[config.mk]
export PLATFORM = sky130hd
export DESIGN_NAME = bba_ffz
export DESIGN_NICKNAME = d
export VERILOG_FILES = /design/src/rtl/bba_pkg.sv /design/src/rtl/bba_ffz.sv
export SDC_FILE = /design/constraint.sdc
export NUM_CORES = 1
export LEC_CHECK = 0
export BUFFER_PORTS_ARGS = -buffer_cell sky130_fd_sc_hd__buf_2
export CAP_MARGIN = 0
export CORE_MARGIN = 2
export CORE_UTILIZATION = 40
export DETAILED_ROUTE_END_ITERATION = 7
export GPL_TIMING_DRIVEN = 0
export MAX_ROUTING_LAYER = met4
export PLACE_DENSITY = 0.75
export SYNTH_ARGS = -nofsm -noshare
export SYNTH_HDL_FRONTEND = slang
export SYNTH_SLANG_ARGS = --single-unit
[constraint.sdc]
create_clock -name vclk -period 2.8
set_clock_uncertainty 0.2 [all_clocks]
set_input_delay 0.56 -clock vclk [all_inputs]
set_output_delay 0.56 -clock vclk [all_outputs]
set_load 0.05 [all_outputs]
[src/rtl/bba_pkg.sv]
// Shared constants, codes and types of the bitmap block allocator.
// No dependencies; each other .sv file uses its scoped names.
package bba_pkg;

    localparam int NUM_BLOCKS = 4096;
    localparam int WORD_BITS  = 32;
    localparam int WORD_COUNT = (NUM_BLOCKS + WORD_BITS - 1) / WORD_BITS;

    localparam int BIT_W  = $clog2(WORD_BITS);
    localparam int ADDR_W = $clog2(WORD_COUNT);
    localparam int IDX_W  = 12;
    localparam int CNT_W  = 13;
    localparam int KIND_W = 2;
    localparam int STAT_W = 2;

    // Request kinds
    localparam logic [KIND_W-1:0] KIND_ALLOC = 2'd0;
    localparam logic [KIND_W-1:0] KIND_FREE  = 2'd1;
    localparam logic [KIND_W-1:0] KIND_CHECK = 2'd2;

    // Response status codes
    localparam logic [STAT_W-1:0] STAT_OK     = 2'd0;
    localparam logic [STAT_W-1:0] STAT_NOFREE = 2'd1;
    localparam logic [STAT_W-1:0] STAT_RANGE  = 2'd2;

    localparam logic [CNT_W-1:0] COUNT_RESET = CNT_W'(4096);

    typedef logic [WORD_BITS-1:0] t_word;
    typedef logic [ADDR_W-1:0]    t_waddr;
    typedef logic [ADDR_W:0]      t_wcount;
    typedef logic [BIT_W-1:0]     t_bitpos;
    typedef logic [CNT_W-1:0]     t_count;
    typedef logic [IDX_W-1:0]     t_index;

    // First-free search result
    typedef struct packed {
        logic    found;
        t_bitpos pos;
    } t_ffz_res;

endpackage

[src/rtl/bba_ffz.sv]
// Find-first-free unit: lowest clear bit of one bitmap word within the block limit.
// Depends on bba_pkg.
module bba_ffz (
    input  bba_pkg::t_word    i_word,
    input  logic              i_full,
    input  bba_pkg::t_bitpos  i_lim,
    output bba_pkg::t_ffz_res o_res
);

    bba_pkg::t_word w_avail;

    // Mark bits that are free and lie below the block count
    always_comb begin
        for (int j = 0; j < bba_pkg::WORD_BITS; j++) begin
            w_avail[j] = !i_word[j] && (i_full || (bba_pkg::BIT_W'(j) < i_lim));
        end
    end

    // Priority-encode the lowest available bit
    always_comb begin
        o_res.found = |w_avail;
        o_res.pos   = '0;
        for (int j = bba_pkg::WORD_BITS - 1; j >= 0; j--) begin
            if (w_avail[j]) begin
                o_res.pos = bba_pkg::BIT_W'(j);
            end
        end
    end

endmodule

==> results.json <==
{
  "status": "complete, but fails checks",
  "violations": "setup timing",
  "crit_buf_inv": 4,
  "tns_ns": -1.47,
  "path_class": "in -> out",
  "max-cap-violations": 0,
  "required_ns": 2.04,
  "core_sq_mm": 0.00250,
  "yosys_warnings": 0,
  "slew_viol_final": 0,
  "wl_per_cell_um": 16.6,
  "mostFrequentLayoutCells": "buf_2 (33), buf_4 (22), a21oi_1 (19), nor2_1 (11), buf_6 (10)",
  "final_common_cell": "buf_2",
  "rsz0062_at_grt": "yes",
  "grt_max_degree": 11,
  "critPathLaunchType": "primary input",
  "yosysSeqAreaShare_pct": 0,
  "pin_count": 44,
  "firstDrtPassIters": 5,
  "diodes": 0,
  "track_usage_pct": 26.8,
  "fill_cells": 192,
  "dp_slack_ns": -0.758,
  "finalSetupViolations": 6,
  "finalCritPeriodShare_pct": 112,
  "cp.arrival_ns": 2.38,
  "tightest_slew_ns": 0.410,
  "initial_core_util_pct": 42.3,
  "drc": 0,
  "holdPathStages": 4,
  "fin_area_sq_mm": 0.00188,
  "final_util_pct": 75.3,
  "finalHoldViolCount": 0,
  "slew-limit-headroom_pct": 72.5,
  "drive_above_1_share_pct": 52.1,
  "port_buffers": 42,
  "drt-initial-drc-count": 58,
  "critPathTopFamily": "compound AO/OA/AOI/OAI gates",
  "antenna_left": 0,
  "vias": 1715,
  "grt_pass1_wl_um": 6830,
  "worstHoldPathType": "in -> out",
  "critical_path.cell_chain": "buf_6 -> buf_6 -> a21o_1 -> buf_4 -> a211oi_4 -> o21ai_0 -> a22oi_1 -> o21ai_0 -> a22o_2 -> buf_4",
  "avgSynthCellArea_sq_um": 6.12,
  "post_drt_via_cell_ratio": 6.50,
  "hp-start": "i_word[0]",
  "critPathMaxStageDelay_ns": 0.30,
  "fp.dieW_um": 55.4,
  "drt-total-wl_um": 4380,
  "p_leak_uw": 0.000749,
  "seq_cell_count": 0,
  "dieHeight_um": 55.4,
  "synth_nets": 211,
  "period_needed_ns": 3.14,
  "cpMaxStageDelayCell": "a211oi_4",
  "min_to": "o_res[0]",
  "seqCellArea_sq_um": 0,
  "grt_antenna_before_repair": 0,
  "die_area_sq_mm": 0.00307,
  "placed_area_sq_mm": 0.00139,
  "fin_nets": 274,
  "cp-end-kind": "output port",
  "holdBufCountCts": 0,
  "grt_pass1_vias": 1587,
  "area.growth.synth_to_final_pct": 77.9,
  "gp_congestion": 0.897,
  "powerDensity_mw_per_mm2": 164,
  "clock.fmax_mhz": 318,
  "netlist_area_sq_mm": 0.00106,
  "synthCells": 173,
  "overflow": 0,
  "peakVddDrop_mv": 0.123,
  "ys_types": 53,
  "clockBufferCount": 0,
  "worstPathMaxFanout": 10,
  "dp_hpwl_um": 2860,
  "rows": 18,
  "worst_slack_ns": -0.340
}
metrics by stage:
step	hold WS [ns]	total power (uW)	cells
after floorplan	1.15	149	173
after global placement	1.41	215	245
after detailed placement	1.41	217	245
after CTS	1.32	272	260
after global routing	1.35	328	264
final	1.34	308	264
Yosys cell counts, types with 2 or more instances:
master | instances | area share, %
nor2_2 | 2 | 1.2
clkbuf_1 | 3 | 1.1
o21bai_1 | 5 | 3.5
a31oi_1 | 4 | 2.4
nand2_1 | 9 | 3.2
o211ai_1 | 4 | 2.8
or2_1 | 2 | 1.2
nand3b_1 | 3 | 2.1
nor2_1 | 17 | 6.0
nor3_1 | 6 | 2.8
inv_1 | 3 | 1.1
o31ai_1 | 2 | 1.4
buf_2 | 8 | 3.8
a21oi_1 | 23 | 11
buf_6 | 2 | 2.1
o22ai_1 | 2 | 1.2
a21o_1 | 3 | 2.1
a22oi_1 | 4 | 2.8
o21ai_0 | 14 | 6.6
nand3_1 | 6 | 2.8
nor2b_1 | 3 | 1.8
a22o_1 | 2 | 1.7
nand2b_1 | 5 | 3.0
nor4b_1 | 3 | 2.5
a21boi_0 | 4 | 2.8
or3_1 | 3 | 1.8
a211oi_1 | 5 | 3.5
metal layers:
layer / global-route usage (%) / vias to the layer above / wire [um]
li1: - / 806 / -
met1: 33.9 / 793 / 1820
met2: 46.6 / 98 / 2120
met3: 1.64 / 18 / 327
met4: 6.27 / 0 / 115
met5: - / - / 0
how the worst max path moves through the flow:
stage / startpoint / end / cells after the start
after floorplan: i_full / o_res[4] / 8
after global placement: i_lim[0] / o_res[4] / 9
after detailed placement: i_lim[2] / o_res[4] / 9
after CTS: i_lim[4] / o_res[5] / 9
after global routing: i_lim[1] / o_res[1] / 10
final: i_lim[1] / o_res[1] / 10
repair_timing:
item,4_1_cts,5_1_grt
endpoints found under the setup margin,6,6
buffers inserted,15,4
gates resized for setup,60,30
pin swaps,18,5
where the power goes:
part | switching [uW] | leakage [uW] | internal, uW
clock | 0 | 0 | 0
sequential | 0 | 0 | 0
combinational | 169 | 0.000749 | 139
total | 169 | 0.000749 | 139
logic make-up after synthesis:
group / Yosys count / synth area share (%)
AOI/OAI and AO/OA: 87 / 54.7
and+or+nand+nor: 70 / 37.2
buffers and inverters: 16 / 8.04
area by class of cell:
| type | count | area, sq um | share of cell area [%] |
|---|---|---|---|
| multi-input combinational | 157 | 1270 | 67.4 |
| timing repair buffer | 61 | 418 | 22.2 |
| buffer | 13 | 148 | 7.84 |
| tap | 30 | 37.5 | 1.99 |
| inverter | 3 | 11.3 | 0.598 |
Note: power is estimated with default switching activity, not from simulation.
